--- src/design/lcbm_pkg.sv ---
// ----------------------------------------------------------------------------
// lcbm_pkg: shared types and constants of the latched CHR bank mapper
// Request/result structs, command and target codes, register selects and
// the interface between the sequencer and the remainder unit.
// ----------------------------------------------------------------------------
package lcbm_pkg;

  // Bank limits
  localparam int unsigned PrgBankMax = 16;
  localparam int unsigned ChrBankMax = 32;

  // Field widths
  localparam int unsigned AddrW     = 16;
  localparam int unsigned DataW     = 8;
  localparam int unsigned MemAddrW  = 17;
  localparam int unsigned PrgCountW = 5;
  localparam int unsigned ChrCountW = 6;
  localparam int unsigned PrgSelW   = 4;
  localparam int unsigned ChrSelW   = 5;
  localparam int unsigned CfgIdxW   = 2;
  localparam int unsigned CfgDataW  = 6;

  // Remainder unit: dividend and remainder are 5 bits, divisor up to 32
  localparam int unsigned DvdW    = 5;
  localparam int unsigned DvsW    = 6;
  localparam int unsigned StepCnt = DvdW;
  localparam int unsigned StepW   = 3;

  // Configuration register indexes
  localparam logic [CfgIdxW-1:0] CFG_PRG_COUNT   = 2'd0;
  localparam logic [CfgIdxW-1:0] CFG_CHR_COUNT   = 2'd1;
  localparam logic [CfgIdxW-1:0] CFG_RAM_PRESENT = 2'd2;

  // Register selects of a CPU write at A000-FFFF (addr bits 14..12)
  localparam logic [2:0] REG_SEL_PRG     = 3'd2;
  localparam logic [2:0] REG_SEL_LOW_FD  = 3'd3;
  localparam logic [2:0] REG_SEL_LOW_FE  = 3'd4;
  localparam logic [2:0] REG_SEL_HIGH_FD = 3'd5;
  localparam logic [2:0] REG_SEL_HIGH_FE = 3'd6;
  localparam logic [2:0] REG_SEL_MIRROR  = 3'd7;

  // PRG windows (addr bits 14..13 above 8000)
  localparam logic [1:0] WIN_8000 = 2'd0;
  localparam logic [1:0] WIN_A000 = 2'd1;
  localparam logic [1:0] WIN_C000 = 2'd2;
  localparam logic [1:0] WIN_E000 = 2'd3;

  // Latch trigger tiles: addr bits 11..3 of xFD8-xFDF and xFE8-xFEF
  localparam logic [8:0] TILE_FD = 9'h1FB;
  localparam logic [8:0] TILE_FE = 9'h1FD;

  typedef enum logic [1:0] {
    CMD_CPU_RD = 2'd0,
    CMD_CPU_WR = 2'd1,
    CMD_PPU_RD = 2'd2,
    CMD_PPU_WR = 2'd3
  } lcbm_cmd_e;

  typedef enum logic [1:0] {
    TGT_NONE = 2'd0,
    TGT_RAM  = 2'd1,
    TGT_PRG  = 2'd2,
    TGT_CHR  = 2'd3
  } lcbm_tgt_e;

  typedef struct packed {
    lcbm_cmd_e          cmd;
    logic [AddrW-1:0]   addr;
    logic [DataW-1:0]   wdata;
  } lcbm_req_t;

  typedef struct packed {
    lcbm_tgt_e             mem_target;
    logic [MemAddrW-1:0]   mem_addr;
    logic                  mem_write;
    logic                  handled;
    logic                  mirror_h;
  } lcbm_rsp_t;

  // Sequencer to remainder unit
  typedef struct packed {
    logic            start;
    logic [DvdW-1:0] dividend;
    logic [DvsW-1:0] divisor;
  } lcbm_mod_req_t;

  // Remainder unit to sequencer
  typedef struct packed {
    logic            done;
    logic [DvdW-1:0] rem;
  } lcbm_mod_rsp_t;

endpackage

--- src/design/lcbm_mod_unit.sv ---
// ----------------------------------------------------------------------------
// lcbm_mod_unit: bit-serial bank remainder
// Restoring remainder, one dividend bit per cycle through one shared
// compare-and-subtract; done pulses for one cycle with the remainder.
// ----------------------------------------------------------------------------
module lcbm_mod_unit (
  input  logic                   clk_i,
  input  logic                   rst_ni,
  input  lcbm_pkg::lcbm_mod_req_t req_i,
  output lcbm_pkg::lcbm_mod_rsp_t rsp_o
);
  import lcbm_pkg::*;

  logic            busy_q, busy_d;
  logic            done_q, done_d;
  logic [StepW-1:0] cnt_q, cnt_d;
  logic [DvdW-1:0] dvd_q, dvd_d;
  logic [DvsW-1:0] dvs_q, dvs_d;
  logic [DvdW-1:0] rem_q, rem_d;

  // Shared compare and subtract: partial remainder with next dividend bit
  logic [DvsW-1:0] trial;
  logic            trial_ge;
  logic [DvsW-1:0] trial_sub;

  assign trial     = {rem_q, dvd_q[DvdW-1]};
  assign trial_ge  = (trial >= dvs_q);
  assign trial_sub = trial - dvs_q;

  // Step sequencing
  always_comb begin
    busy_d = busy_q;
    done_d = 1'b0;
    cnt_d  = cnt_q;
    dvd_d  = dvd_q;
    dvs_d  = dvs_q;
    rem_d  = rem_q;
    if (req_i.start) begin
      busy_d = 1'b1;
      cnt_d  = '0;
      dvd_d  = req_i.dividend;
      dvs_d  = req_i.divisor;
      rem_d  = '0;
    end else if (busy_q) begin
      rem_d = trial_ge ? trial_sub[DvdW-1:0] : trial[DvdW-1:0];
      dvd_d = {dvd_q[DvdW-2:0], 1'b0};
      cnt_d = cnt_q + StepW'(1);
      if (cnt_q == StepW'(StepCnt - 1)) begin
        busy_d = 1'b0;
        done_d = 1'b1;
      end
    end
  end

  // Control state
  always_ff @(posedge clk_i or negedge rst_ni) begin
    if (!rst_ni) begin
      busy_q <= 1'b0;
      done_q <= 1'b0;
      cnt_q  <= '0;
    end else begin
      busy_q <= busy_d;
      done_q <= done_d;
      cnt_q  <= cnt_d;
    end
  end

  // Datapath
  always_ff @(posedge clk_i) begin
    dvd_q <= dvd_d;
    dvs_q <= dvs_d;
    rem_q <= rem_d;
  end

  assign rsp_o.done = done_q;
  assign rsp_o.rem  = rem_q;

  // A new reduction never starts over a running one
  a_no_restart: assert property (@(posedge clk_i) disable iff (!rst_ni)
    req_i.start |-> !busy_q)
    else $error("remainder unit restarted while busy");

  // The remainder is below the divisor
  a_rem_range: assert property (@(posedge clk_i) disable iff (!rst_ni)
    done_q |-> ({1'b0, rem_q} < dvs_q))
    else $error("remainder not below divisor");

  // Done comes in the cycle after the last step
  a_done_after_busy: assert property (@(posedge clk_i) disable iff (!rst_ni)
    done_q |-> $past(busy_q) && !busy_q)
    else $error("done without a preceding step");

endmodule

--- src/design/latched_chr_bank_mapper.sv ---
// ----------------------------------------------------------------------------
// latched_chr_bank_mapper: cartridge address mapper with latched CHR banks
// A PRG ROM read or a pattern access has its bank reduced by the 5-step
// bit-serial bank remainder before its result is formed; others skip it.
// One request is held at a time, taken once the last result is registered;
// a finished result waits in the output register while the next is accepted.
// Reset: bank registers zero, both latches FE, vertical mirroring, counts
// 16 PRG / 32 CHR banks with work RAM present. No clearing pass.
// ----------------------------------------------------------------------------
module latched_chr_bank_mapper (
  input  logic                             clk_i,
  input  logic                             rst_ni,
  // configuration port
  input  logic                             cfg_we_i,
  input  logic [lcbm_pkg::CfgIdxW-1:0]     cfg_idx_i,
  input  logic [lcbm_pkg::CfgDataW-1:0]    cfg_wdata_i,
  // request channel
  input  logic                             in_valid_i,
  output logic                             in_stall_o,
  input  lcbm_pkg::lcbm_req_t              in_req_i,
  // result channel
  output logic                             out_valid_o,
  input  logic                             out_stall_i,
  output lcbm_pkg::lcbm_rsp_t              out_rsp_o
);
  import lcbm_pkg::*;

  localparam logic [1:0] ST_IDLE = 2'd0;
  localparam logic [1:0] ST_DIV  = 2'd1;
  localparam logic [1:0] ST_FIN  = 2'd2;

  // Configuration registers
  logic [PrgCountW-1:0] prg_count_q;
  logic [ChrCountW-1:0] chr_count_q;
  logic                 ram_present_q;

  // Mapper state
  logic [PrgSelW-1:0] prg_select_q, prg_select_d;
  logic [ChrSelW-1:0] chr_low_fd_q, chr_low_fd_d;
  logic [ChrSelW-1:0] chr_low_fe_q, chr_low_fe_d;
  logic [ChrSelW-1:0] chr_high_fd_q, chr_high_fd_d;
  logic [ChrSelW-1:0] chr_high_fe_q, chr_high_fe_d;
  logic               latch_low_q, latch_low_d;
  logic               latch_high_q, latch_high_d;
  logic               mirror_q, mirror_d;

  // Sequencer and held request
  logic [1:0]      state_q, state_d;
  lcbm_req_t       item_q;
  logic [DvdW-1:0] bank_q;

  // Output register
  logic      out_valid_q;
  lcbm_rsp_t out_rsp_q;
  lcbm_rsp_t res;

  lcbm_mod_req_t mod_req;
  lcbm_mod_rsp_t mod_rsp;

  logic                 in_fire, fin_fire;
  logic [PrgCountW-1:0] pcount;
  logic [ChrCountW-1:0] ccount;
  logic                 need_prg, need_chr;
  logic [DvdW-1:0]      prg_win_bank, chr_bank;
  logic                 ram_win, chr_win;

  // Clamped bank counts
  assign pcount = (prg_count_q > PrgCountW'(PrgBankMax)) ? PrgCountW'(PrgBankMax) : prg_count_q;
  assign ccount = (chr_count_q > ChrCountW'(ChrBankMax)) ? ChrCountW'(ChrBankMax) : chr_count_q;

  assign in_stall_o = (state_q != ST_IDLE);
  assign in_fire    = in_valid_i && !in_stall_o;

  // Bank to reduce, picked at accept; fixed banks wrap, low bits suffice
  always_comb begin
    unique case (in_req_i.addr[14:13])
      WIN_8000: prg_win_bank = {1'b0, prg_select_q};
      WIN_A000: prg_win_bank = pcount - PrgCountW'(3);
      WIN_C000: prg_win_bank = pcount - PrgCountW'(2);
      WIN_E000: prg_win_bank = pcount - PrgCountW'(1);
      default:  prg_win_bank = '0;
    endcase
  end

  assign chr_bank = in_req_i.addr[12] ? (latch_high_q ? chr_high_fe_q : chr_high_fd_q)
                                      : (latch_low_q  ? chr_low_fe_q  : chr_low_fd_q);

  assign need_prg = (in_req_i.cmd == CMD_CPU_RD) && in_req_i.addr[15] && (pcount != '0);
  assign need_chr = ((in_req_i.cmd == CMD_PPU_RD) || (in_req_i.cmd == CMD_PPU_WR)) &&
                    (in_req_i.addr[15:13] == 3'b000) && (ccount != '0);

  assign mod_req.start    = in_fire && (need_prg || need_chr);
  assign mod_req.dividend = need_prg ? prg_win_bank : chr_bank;
  assign mod_req.divisor  = need_prg ? {1'b0, pcount} : ccount;

  lcbm_mod_unit u_mod (
    .clk_i  (clk_i),
    .rst_ni (rst_ni),
    .req_i  (mod_req),
    .rsp_o  (mod_rsp)
  );

  // Sequencer
  assign fin_fire = (state_q == ST_FIN) && (!out_valid_q || !out_stall_i);

  always_comb begin
    state_d = state_q;
    unique case (state_q)
      ST_IDLE: if (in_fire) begin
        state_d = mod_req.start ? ST_DIV : ST_FIN;
      end
      ST_DIV: if (mod_rsp.done) begin
        state_d = ST_FIN;
      end
      ST_FIN: if (fin_fire) begin
        state_d = ST_IDLE;
      end
      default: state_d = ST_IDLE;
    endcase
  end

  // Translation and register updates of the held request
  assign ram_win = (item_q.addr[15:13] == 3'b011);
  assign chr_win = (item_q.addr[15:13] == 3'b000) && (ccount != '0);

  always_comb begin
    res            = '0;
    res.mem_target = TGT_NONE;
    res.mirror_h   = mirror_q;
    prg_select_d  = prg_select_q;
    chr_low_fd_d  = chr_low_fd_q;
    chr_low_fe_d  = chr_low_fe_q;
    chr_high_fd_d = chr_high_fd_q;
    chr_high_fe_d = chr_high_fe_q;
    latch_low_d   = latch_low_q;
    latch_high_d  = latch_high_q;
    mirror_d      = mirror_q;
    unique case (item_q.cmd)
      CMD_CPU_RD: begin
        if (ram_win) begin
          res.handled = 1'b1;
          if (ram_present_q) begin
            res.mem_target = TGT_RAM;
            res.mem_addr   = {4'd0, item_q.addr[12:0]};
          end
        end else if (item_q.addr[15]) begin
          res.handled = 1'b1;
          if (pcount != '0) begin
            res.mem_target = TGT_PRG;
            res.mem_addr   = {bank_q[PrgSelW-1:0], item_q.addr[12:0]};
          end
        end
      end
      CMD_CPU_WR: begin
        if (ram_win) begin
          if (ram_present_q) begin
            res.mem_target = TGT_RAM;
            res.mem_addr   = {4'd0, item_q.addr[12:0]};
            res.mem_write  = 1'b1;
          end
        end else if (item_q.addr[15] && (item_q.addr[14:13] != WIN_8000)) begin
          // bank and mirroring register writes
          unique case (item_q.addr[14:12])
            REG_SEL_PRG:     prg_select_d  = item_q.wdata[PrgSelW-1:0];
            REG_SEL_LOW_FD:  chr_low_fd_d  = item_q.wdata[ChrSelW-1:0];
            REG_SEL_LOW_FE:  chr_low_fe_d  = item_q.wdata[ChrSelW-1:0];
            REG_SEL_HIGH_FD: chr_high_fd_d = item_q.wdata[ChrSelW-1:0];
            REG_SEL_HIGH_FE: chr_high_fe_d = item_q.wdata[ChrSelW-1:0];
            REG_SEL_MIRROR: begin
              mirror_d     = item_q.wdata[0];
              res.mirror_h = item_q.wdata[0];
            end
            default: ;
          endcase
        end
      end
      CMD_PPU_RD, CMD_PPU_WR: begin
        if (chr_win) begin
          res.mem_target = TGT_CHR;
          res.mem_addr   = {bank_q, item_q.addr[11:0]};
          if (item_q.cmd == CMD_PPU_RD) begin
            res.handled = 1'b1;
            // latch trigger tiles, applied after translation
            if (item_q.addr[11:3] == TILE_FD) begin
              if (item_q.addr[12]) latch_high_d = 1'b0;
              else                 latch_low_d  = 1'b0;
            end else if (item_q.addr[11:3] == TILE_FE) begin
              if (item_q.addr[12]) latch_high_d = 1'b1;
              else                 latch_low_d  = 1'b1;
            end
          end else begin
            res.mem_write = 1'b1;
          end
        end
      end
      default: ;
    endcase
  end

  // Control and mapper state
  always_ff @(posedge clk_i or negedge rst_ni) begin
    if (!rst_ni) begin
      state_q       <= ST_IDLE;
      out_valid_q   <= 1'b0;
      prg_count_q   <= PrgCountW'(PrgBankMax);
      chr_count_q   <= ChrCountW'(ChrBankMax);
      ram_present_q <= 1'b1;
      prg_select_q  <= '0;
      chr_low_fd_q  <= '0;
      chr_low_fe_q  <= '0;
      chr_high_fd_q <= '0;
      chr_high_fe_q <= '0;
      latch_low_q   <= 1'b1;
      latch_high_q  <= 1'b1;
      mirror_q      <= 1'b0;
    end else begin
      state_q <= state_d;
      if (fin_fire) begin
        out_valid_q <= 1'b1;
      end else if (!out_stall_i) begin
        out_valid_q <= 1'b0;
      end
      if (cfg_we_i) begin
        unique case (cfg_idx_i)
          CFG_PRG_COUNT:   prg_count_q   <= cfg_wdata_i[PrgCountW-1:0];
          CFG_CHR_COUNT:   chr_count_q   <= cfg_wdata_i[ChrCountW-1:0];
          CFG_RAM_PRESENT: ram_present_q <= cfg_wdata_i[0];
          default: ;
        endcase
      end
      if (fin_fire) begin
        prg_select_q  <= prg_select_d;
        chr_low_fd_q  <= chr_low_fd_d;
        chr_low_fe_q  <= chr_low_fe_d;
        chr_high_fd_q <= chr_high_fd_d;
        chr_high_fe_q <= chr_high_fe_d;
        latch_low_q   <= latch_low_d;
        latch_high_q  <= latch_high_d;
        mirror_q      <= mirror_d;
      end
    end
  end

  // Payload registers
  always_ff @(posedge clk_i) begin
    if (in_fire) begin
      item_q <= in_req_i;
    end
    if ((state_q == ST_DIV) && mod_rsp.done) begin
      bank_q <= mod_rsp.rem;
    end
    if (fin_fire) begin
      out_rsp_q <= res;
    end
  end

  assign out_valid_o = out_valid_q;
  assign out_rsp_o   = out_rsp_q;

  // No target means no offset and no write
  a_none_quiet: assert property (@(posedge clk_i) disable iff (!rst_ni)
    out_valid_o && (out_rsp_o.mem_target == TGT_NONE) |->
      (out_rsp_o.mem_addr == '0) && !out_rsp_o.mem_write)
    else $error("idle target carries address or write");

  // Writes are never claimed as reads
  a_write_unclaimed: assert property (@(posedge clk_i) disable iff (!rst_ni)
    out_valid_o |-> !(out_rsp_o.mem_write && out_rsp_o.handled))
    else $error("write flagged as handled");

  // A request needing a bank reduction waits for the remainder unit
  a_start_waits: assert property (@(posedge clk_i) disable iff (!rst_ni)
    mod_req.start |=> (state_q == ST_DIV))
    else $error("reduction started but sequencer not waiting");

  // Remainder results arrive only while the sequencer waits for one
  a_done_in_div: assert property (@(posedge clk_i) disable iff (!rst_ni)
    mod_rsp.done |-> (state_q == ST_DIV))
    else $error("remainder result outside wait state");

endmodule
--- config.mk ---
export PLATFORM = sky130hd
export DESIGN_NAME = latched_chr_bank_mapper
export DESIGN_NICKNAME = d
export VERILOG_FILES = /design/src/design/lcbm_pkg.sv /design/src/design/lcbm_mod_unit.sv /design/src/design/latched_chr_bank_mapper.sv
export SDC_FILE = /design/constraint.sdc
export NUM_CORES = 1
export LEC_CHECK = 0
export ABC_AREA = 1
export BUFFER_PORTS_ARGS = -buffer_cell sky130_fd_sc_hd__buf_2
export CORE_MARGIN = 2
export CORE_UTILIZATION = 58
export DETAILED_ROUTE_END_ITERATION = 16
export PLACE_DENSITY = 0.84
export SLEW_MARGIN = 5
export SYNTH_ARGS = -nofsm -noshare
export SYNTH_HDL_FRONTEND = slang
export SYNTH_SLANG_ARGS = --single-unit
export TNS_END_PERCENT = 1
--- constraint.sdc ---
create_clock -name clk_i -period 3.1 [get_ports clk_i]
set_input_delay 0.62 -clock clk_i [delete_from_list [all_inputs] [get_ports clk_i]]
set_output_delay 0.62 -clock clk_i [all_outputs]
set_load 0.02 [all_outputs]
== Word level (Yosys, flattened, before mapping) ==
Index checks and enable logic that the tools add are counted.
Storage, ports and cells
  bits in registers: 113
  output and inout bits: 24
  word-level logic and storage cells: 161
Cells by class
  add/subtract/negate cells: 5
  magnitude comparators: 3
  eq/ne operators: 30
  mux-type cells: 52
  bitwise logic cells: 1
  reduce and logical (&&, ||, !) cells: 41
Operators by type and width (count)
  19-bit 2-to-1 mux: 5
  19-bit case mux with 3 select lines: 1
  5-bit 2-to-1 mux: 9
  5-bit AND reduction: 5
  1-bit 2-to-1 mux: 24
  21-bit 2-to-1 mux: 1
  5-bit case mux with 4 select lines: 1
  9-bit == test, second input constant: 2
  18-bit 2-to-1 mux: 1
  2-bit == test, second input constant: 8
  3-bit == test, second input constant: 5
  7-bit AND reduction: 2
  2-bit != test, second input constant: 6
  1-bit logical AND: 10
  2-bit zero test: 5
  5-bit by 2-bit subtractor with 5-bit output, second input constant: 2
  3-bit by 2-bit == test with 1-bit output, second input constant: 3
  2-bit by 1-bit == test with 1-bit output, second input constant: 4
  2-bit 2-to-1 mux: 4
  2-bit nonzero test: 4
  6-bit greater-or-equal comparator: 1
  6-bit greater-than comparator, second input constant: 1
  3-bit zero test: 2
  3-bit 2-to-1 mux: 2
  other kinds (16): 24

== Logic depth before layout (Yosys ltp) ==
Gate-level depths: netlist of the first run.
  depth in word-level cells: 9
  gate-level depth with buffers: 16
  mapped depth without buffers: 16

== Modules after synthesis ==
A second synthesis of the first run with hierarchy kept.
Second synthesis, totals
  cell total of the unflattened synthesis: 541
  area total of the unflattened synthesis: 5205.0 sq um
Modules (own cells, without submodules)
  latched_chr_bank_mapper: instances 1, cells each 417, area each 4080.2 sq um, seq. area each 2558.7 sq um
  lcbm_mod_unit: instances 1, cells each 124, area each 1124.8 sq um, seq. area each 555.5 sq um

== Worst setup path before layout of the first run ==
Ideal clock, no wire load.
  path type: register to register
  from: register state_q[0]
  to: register u_mod.dvs_q[0], enable pin
  library setup time: 0.299 ns
  arrival time: 2.129 ns
  data required time: 2.801 ns
  path slack: 0.671 ns
  cell stages (with the launch flop): 7
  clock period less this slack: 2.429 ns
  cells stage by stage: dfrtp_1 > nor2_1 > inv_1 > nor2_1 > nand2_2 > inv_1 > buf_6
Between the ends
  word-level cells in the longest chain between the ends: 4
RTL lines
  from (decl): line latched_chr_bank_mapper.sv:48  | logic [1:0] state_q, state_d;
  from (signal assigned): line latched_chr_bank_mapper.sv:217  | state_q <= state_d;
  2-bit nonzero test: line latched_chr_bank_mapper.sv:71  | assign in_stall_o = (state_q != ST_IDLE);
  via in_stall_o: line latched_chr_bank_mapper.sv:19  | output logic in_stall_o,
  1-bit zero test: line latched_chr_bank_mapper.sv:72  | assign in_fire = in_valid_i && !in_stall_o;
  1-bit logical AND: line latched_chr_bank_mapper.sv:72
  via in_fire: line latched_chr_bank_mapper.sv:60  | logic in_fire, fin_fire;
  1-bit logical AND: line latched_chr_bank_mapper.sv:92  | assign mod_req.start = in_fire && (need_prg || need_chr);
  to (signal assigned): line lcbm_mod_unit.sv:71  | dvs_q <= dvs_d;
  to (decl): line lcbm_mod_unit.sv:18  | logic [DvsW-1:0] dvs_q, dvs_d;
The timed path passes the listed nets, and every way through them passes these cells.
A chain may end at the register's enable or synchronous reset.

== Final worst setup path of the first run ==
  from: register prg_count_q[4]
  to: register u_mod.dvd_q[0], data pin
Between the ends
  word-level cells in the longest chain between the ends: 7
RTL lines
  from (decl): line latched_chr_bank_mapper.sv:33  | logic [PrgCountW-1:0] prg_count_q;
  from (signal assigned): line latched_chr_bank_mapper.sv:205  | prg_count_q <= PrgCountW'(PrgBankMax);
  from (signal assigned): line latched_chr_bank_mapper.sv:225  | CFG_PRG_COUNT: prg_count_q <= cfg_wdata_i[PrgCountW-1:0];
  5-bit greater-than comparator: line latched_chr_bank_mapper.sv:68  | assign pcount = (prg_count_q > PrgCountW'(PrgBankMax)) ? PrgCountW'(PrgBankMax) : prg_count_q;
  5-bit 2-to-1 mux (*): line latched_chr_bank_mapper.sv:68
  branches (longest 4 deep; another with 5-bit by 1-bit subtractor with 5-bit output)
  5-bit 2-to-1 mux (*): line lcbm_mod_unit.sv:38  | if (req_i.start) begin
  to (signal assigned): line lcbm_mod_unit.sv:70  | dvd_q <= dvd_d;
  to (decl): line lcbm_mod_unit.sv:17  | logic [DvdW-1:0] dvd_q, dvd_d;
Every way passes the cells marked *.

==> flow_summary.yaml, run 1 <==
status:
  status: "finished clean"
clock_tree:
  cts_tree: "yes"
  postCtsHoldBufs: 0
  cts.path.max_buffers: 2
  postCtsSetupBuffers: 0
  cts_resized: 0
  root_buffer: "clkbuf_8"
  htreeDepth: 4
  cts_buffers: 17
  clk_pin_slew_worst_paths_ns: 0.06
  insertion_delay_ns: 0.52
  cts.sinks: 113
placed_design:
  portBuffers: 59
  place_congestion: 0.876
  dp_hpwl_um: 7270
  place_ws_ns: 0.824
timing:
  max_freq_ghz: 0.449
  maxSlewHeadroom_pct: 30.2
  tns_ns: 0
  drv_slew: 0
  fin_ws_ns: 0.874
  finalSetupViolCount: 0
  post-route-period-util_pct: 71.8
  report.final.hold_viol_count: 0
  rsz0062_at_grt: "false"
  worst_pin_slew_ns: 1.05
  period_minus_slack_ns: 2.23
  finClkSkew_ns: 0.00776
grt:
  top_usage_layer: "met2"
  grt_use_met3_pct: 7.16
  grt_pass1_vias: 3839
  track_usage_pct: 23.7
  antenna_found_initial: 0
  grt_util_met1_pct: 30.3
  grt_max_degree: 48
  grt_pass1_wl_um: 17700
  grt_util_met2_pct: 38.5
  overflow: 0
power:
  p_int_w: 0.00359
  p_leak_nw: 2.76
  clkPwrFrac_pct: 33.3
  irDropWorstVdd_mv: 0.409
  powerDensity_nw_per_um2: 876
  p_switching_w: 0.00171
  pwr-share-comb_pct: 23.5
  netSwitchingFraction_pct: 32.3
  p_seq_share_pct: 43.2
routing:
  drtAntennaViolNets: 0
  via_per_inst: 5.47
  wl_per_cell_um: 14.7
  drc: 0
  vias: 3921
  wirelength_um: 10500
  drt_iter0_drc: 243
  drt_pass1_iterations: 5
yosys:
  syn_inst: 522
  ys_warn_count: 0
  syn_area_um2: 5100
  syn_avg_cell_area_um2: 9.77
  synthDistinctLibCells: 40
  synth_nets: 571
  ys_seq_elements: 113
  ys_seq_area_share_pct: 61.0
floorplan:
  initial_core_util_pct: 59.1
  dieArea_um2: 9560
  die_y_um: 97.8
  die_x_um: 97.8
  io_pins: 63
  rows: 34
  core_um2: 8640
final_layout:
  syn_to_final_growth_pct: 18.7
  multi_input_comb_area_um2: 1680
  fill_cells: 595
  regArea_um2: 3110
  nets: 645
  mostFrequentLayoutCells: "nand2_1, inv_1, edfxtp_1"
  diodes: 0
  drive_gt1_share_pct: 19.5
  final_common_cell: "nand2_1"
hold_path:
  min_to: "item_q[2]"
  worstHoldStart: "in_req_i[2]"
  hold_path_depth: 1
  hp-class: "input port to register"
critical_path:
  r2r_cells: 9
  cp.arrival_ns: 2.60
  worst-endpoint-required_ns: 3.48
  start_kind: "register"
  crit_chain: "inv_1 -> nand3_1 -> nand2_1 -> buf_4 -> nand2_1 -> nand2_2 -> inv_1 -> o21ai_0 -> nor2_1"
  r2r-start: "prg_count_q[4]"
  cp_slowest_stage_delay_ns: 0.57
  cpMaxStageDelayCell: "dfstp_2"
  cp_max_fo: 16
  end_kind: "register"
  rrSetupSlack_ns: 0.87
  critPathKind: "register to register"
  reg2reg_to: "u_mod.dvd_q[0]"
job:
  cap_violations: 0
how the worst max path moves through the flow:
stage / from / end / slack (ns) / cells past startpoint
3_3_place_gp: in_req_i[25] / u_mod.dvd_q[0] / 0.82 / 9
5_1_grt: prg_count_q[4] / u_mod.dvd_q[0] / 0.66 / 9
3_5_place_dp: in_req_i[25] / u_mod.dvd_q[0] / 0.82 / 9
2_1_floorplan: state_q[0] / u_mod.dvs_q[0] / 0.67 / 6
6_report: prg_count_q[4] / u_mod.dvd_q[0] / 0.87 / 9
4_1_cts: prg_count_q[4] / u_mod.dvd_q[0] / 0.90 / 9
power groups by stage:
stage	combinational [W]	clock [W]	sequential [W]
2_1_floorplan	0.000755	0	0.00239
4_1_cts	0.00126	0.00177	0.00229
6_report	0.00125	0.00177	0.00229
3_5_place_dp	0.00124	0	0.00231
5_1_grt	0.00140	0.00185	0.00234
3_3_place_gp	0.00118	0	0.00229
state kept, by name (all words and copies together), names as in the netlist, 2 cells and up:
signal and flops:
item_q 23, out_rsp_o 22, chr_count_q 6, u_mod.dvs_q 6, bank_q 5, chr_high_fd_q 5, chr_high_fe_q 5, chr_low_fd_q 5
chr_low_fe_q 5, prg_count_q 5, u_mod.dvd_q 5, u_mod.rem_q 5, prg_select_q 4, u_mod.cnt_q 3, state_q 2
area by class of cell:
cell class | instances | area share, %
clock buffer | 21 | 7.58
clock inverter | 11 | 1.47
inverter | 71 | 4.40
multi-input combinational | 331 | 27.7
sequential | 113 | 51.4
tap | 108 | 2.23
timing repair buffer | 62 | 5.25
routing by layer:
layer  share of wire, %  wire length [um]  up-vias
met4                2.3               240        0
met3                6.7               708       24
met5                  0                 0        -
met1                 42              4470     1836
li1                   -                 -     1900
met2                 49              5130      161
critical path, delay by kind of cell, from the launching register on:
family	cells	cell delay (ns)
compound gates	1	0.17
buf+inv	3	0.70
flops	1	0.57
simple gates	5	0.64
cell usage after synthesis (all sizes together):
library cell | instances | area share [%]
nand2 | 113 | 8.6
inv | 69 | 5.1
o21ai | 68 | 6.7
edfxtp | 61 | 36
nor2 | 51 | 4.3
dfrtp | 42 | 21
nand3 | 33 | 3.7
a21oi | 19 | 2.0
ha | 9 | 2.2
nor3 | 9 | 0.88
o22ai | 9 | 1.1
buf | 5 | 0.78
dfstp | 5 | 2.6
dfxtp | 5 | 2.0
o211ai | 3 | 0.44
clkbuf | 2 | 0.15
clkinv | 2 | 0.15
nand3b | 2 | 0.29
nand4 | 2 | 0.25
o21a | 2 | 0.29
xnor2 | 2 | 0.34
xor2 | 2 | 0.34
a22oi | 1 | 0.15
a31oi | 1 | 0.12
a32o | 1 | 0.20
and2 | 1 | 0.12
fa | 1 | 0.39
nor3b | 1 | 0.15
or2 | 1 | 0.12
stage by stage:
stage	hold WS, ns	cell area, um2	util [%]	std cells	power (W)
2_1_floorplan	0.324	5100	-	522	0.00315
3_3_place_gp	0.460	5510	63.8	685	0.00346
3_5_place_dp	0.468	5510	63.8	685	0.00355
4_1_cts	0.259	6060	70.1	717	0.00532
5_1_grt	0.258	6060	70.1	717	0.00559
6_report	0.272	6060	70.1	717	0.00531
cell families (layout without fill, tap and decap cells):
| family | after synthesis | after routing | synth area share [%] |
|---|---|---|---|
| and+or+nand+nor | 213 | 213 | 18.4 |
| DFF | 113 | 113 | 61.1 |
| AOI/OAI and AO/OA | 104 | 104 | 11.1 |
| buffers and inverters | 78 | 165 | 6.16 |
| adders and majority gates | 10 | 10 | 2.60 |
| xor gates and xnor gates | 4 | 4 | 0.687 |
No activity file was read; power rests on OpenSTA's default activity.
==> inputs of run 2 (changes only) <==
==> constraint.sdc (replaced) <==
create_clock -name clk_i -period 2.3 [get_ports clk_i]
set_input_delay 0.46 -clock clk_i [delete_from_list [all_inputs] [get_ports clk_i]]
set_output_delay 0.46 -clock clk_i [all_outputs]
set_load 0.02 [all_outputs]
==> run 2 against run 1 <==
  * Global-route usage up 1.3 points
  * Register-to-register slack worse by 0.66 ns
  * Sequential share of layout area decreased by 0.81 points
  * Design area up 1.6%
  * Cell count grew 0.42%
  * Sequential power increased by 35%
  * Via count up 3.8%
  * First-iteration DRC count grew 2.5%
  * Largest cell class unchanged
  * Clock power grew 53%
  * Routed wire length increased by 7.3%
  * Core utilization is 1.1 points higher
  * Clock skew is 0.00086 ns higher
==> flow_summary.yaml, run 2 (synthesis gave the netlist of run 1 again) <==
timing:
  finClkSkew_ns: 0.00862
  rsz0062_at_grt: "false"
  period_minus_slack_ns: 2.08
  tns_ns: 0
  report.final.hold_viol_count: 0
  max_freq_ghz: 0.480
  post-route-period-util_pct: 90.6
  maxSlewHeadroom_pct: 60.4
  finalSetupViolCount: 0
  drv_slew: 0
  worst_pin_slew_ns: 0.593
final_layout:
  drive_gt1_share_pct: 19.9
  utilization_pct: 71.3
  mostFrequentLayoutCells: "nand2_1, inv_1, edfxtp_1"
  syn_to_final_growth_pct: 20.7
  diodes: 0
  final_common_cell: "nand2_1"
  fill_cells: 581
  largest_reg_flops: 23
  largest-register: "item_q"
  design_area_um2: 6160
  nets: 648
floorplan:
  die_y_um: 97.8
  core_um2: 8640
  initial_core_util_pct: 59.1
  io_pins: 63
  dieArea_um2: 9560
  rows: 34
  die_x_um: 97.8
routing:
  vias: 4071
  via_per_inst: 5.65
  wirelength_um: 11300
  drt_iter0_drc: 249
  drtAntennaViolNets: 0
  drt_pass1_iterations: 5
  wl_per_cell_um: 15.7
  drc: 0
job:
  cap_violations: 0
power:
  p_leak_nw: 2.81
  p_int_w: 0.00520
  netSwitchingFraction_pct: 30.8
  finalPower_w: 0.00751
  p_switching_w: 0.00232
  p_seq_share_pct: 41.2
  clkPwrFrac_pct: 36.1
  powerDensity_nw_per_um2: 1220
  pwr-share-comb_pct: 22.7
  irDropWorstVdd_mv: 0.640
critical_path:
  worst-endpoint-required_ns: 2.55
  end_kind: "register"
  cp.arrival_ns: 2.33
  rrSetupSlack_ns: 0.22
  start_kind: "register"
  cp_max_fo: 7
  critPathKind: "register to register"
grt:
  antenna_found_initial: 0
  grt_max_degree: 48
  track_usage_pct: 24.9
  overflow: 0
  grt_pass1_vias: 3958
  grt_pass1_wl_um: 18900
clock_tree:
  cts_buffers: 17
  htreeDepth: 4
  clk_pin_slew_worst_paths_ns: 0.06
  cts_tree: "yes"
  root_buffer: "clkbuf_8"
  cts.sinks: 113
  insertion_delay_ns: 0.50
  cts.path.max_buffers: 2
  postCtsSetupBuffers: 0
placed_design:
  postPlaceCellArea_um2: 5530
  place_congestion: 0.877
  dp_hpwl_um: 7630
  portBuffers: 59
status:
  status: "finished clean"
hold_path:
  hp-class: "input port to async pin"
## run 2: power by group through the flow
stage          registers [W]  clock network (W)  logic [W]
3_5_place_dp         0.00311                  0    0.00167
3_3_place_gp         0.00308                  0    0.00159
5_1_grt              0.00315            0.00284    0.00191
6_report             0.00310            0.00271    0.00170
2_1_floorplan        0.00323                  0    0.00102
4_1_cts              0.00309            0.00272    0.00170
## run 2: what timing repair did
action                                  in CTS  in global routing
hold buffers                                 0                  0
endpoints found under the setup margin       0                  2
gates resized for setup                      0                  4
endpoints found under the hold margin        0                  0
## run 2: area by class of cell
class	instances	area [um2]	area share, %
Sequential cell	113	3120	50.6
Multi-Input combinational cell	331	1690	27.4
Clock buffer	19	422	6.85
Timing Repair Buffer	65	340	5.53
Inverter	71	267	4.33
Clock inverter	13	191	3.11
Tap cell	108	135	2.20
## run 2: worst paths after layout
path	cells after the start	from	endpoint
hold / removal	2	rst_ni	chr_low_fe_q[2]
hold reg to reg	0	u_mod.rem_q[4]	bank_q[4]
max in group asynchronous	2	rst_ni	prg_count_q[1]
setup / recovery	15	prg_count_q[1]	u_mod.dvd_q[2]
setup reg to reg	15	prg_count_q[1]	u_mod.dvd_q[2]
min in group clk_i	1	in_req_i[3]	item_q[3]
## run 2: worst max-delay path: stages, from the launching register on
cell     delay (ns)
dfrtp_2        0.45
nor2_2         0.16
nand2_1        0.08
nand2_2        0.11
nand3_2        0.11
nand2_1        0.10
inv_1          0.04
ha_1           0.18
inv_1          0.08
nand2_1        0.10
nand2_1        0.07
nand2_1        0.04
o21ai_1        0.11
nand2_1        0.07
nand2_1        0.06
nand2_1        0.05
## run 2: metal layers
layer | part of all wire (%) | global-route usage (%) | up-vias
met5 | 0 | 0 | -
met4 | 1.6 | 8.01 | 0
met3 | 6.4 | 7.02 | 16
met2 | 52 | 43.6 | 183
met1 | 40 | 30.0 | 1959
li1 | - | - | 1913
## run 2: stage by stage
step	hold WS (ns)	std cells	setup slack, ns
2_1_floorplan	0.164	522	0.280
3_3_place_gp	0.460	688	0.282
3_5_place_dp	0.463	688	0.238
4_1_cts	0.0538	720	0.224
5_1_grt	0.0970	720	0.0154
6_report	0.0483	720	0.216
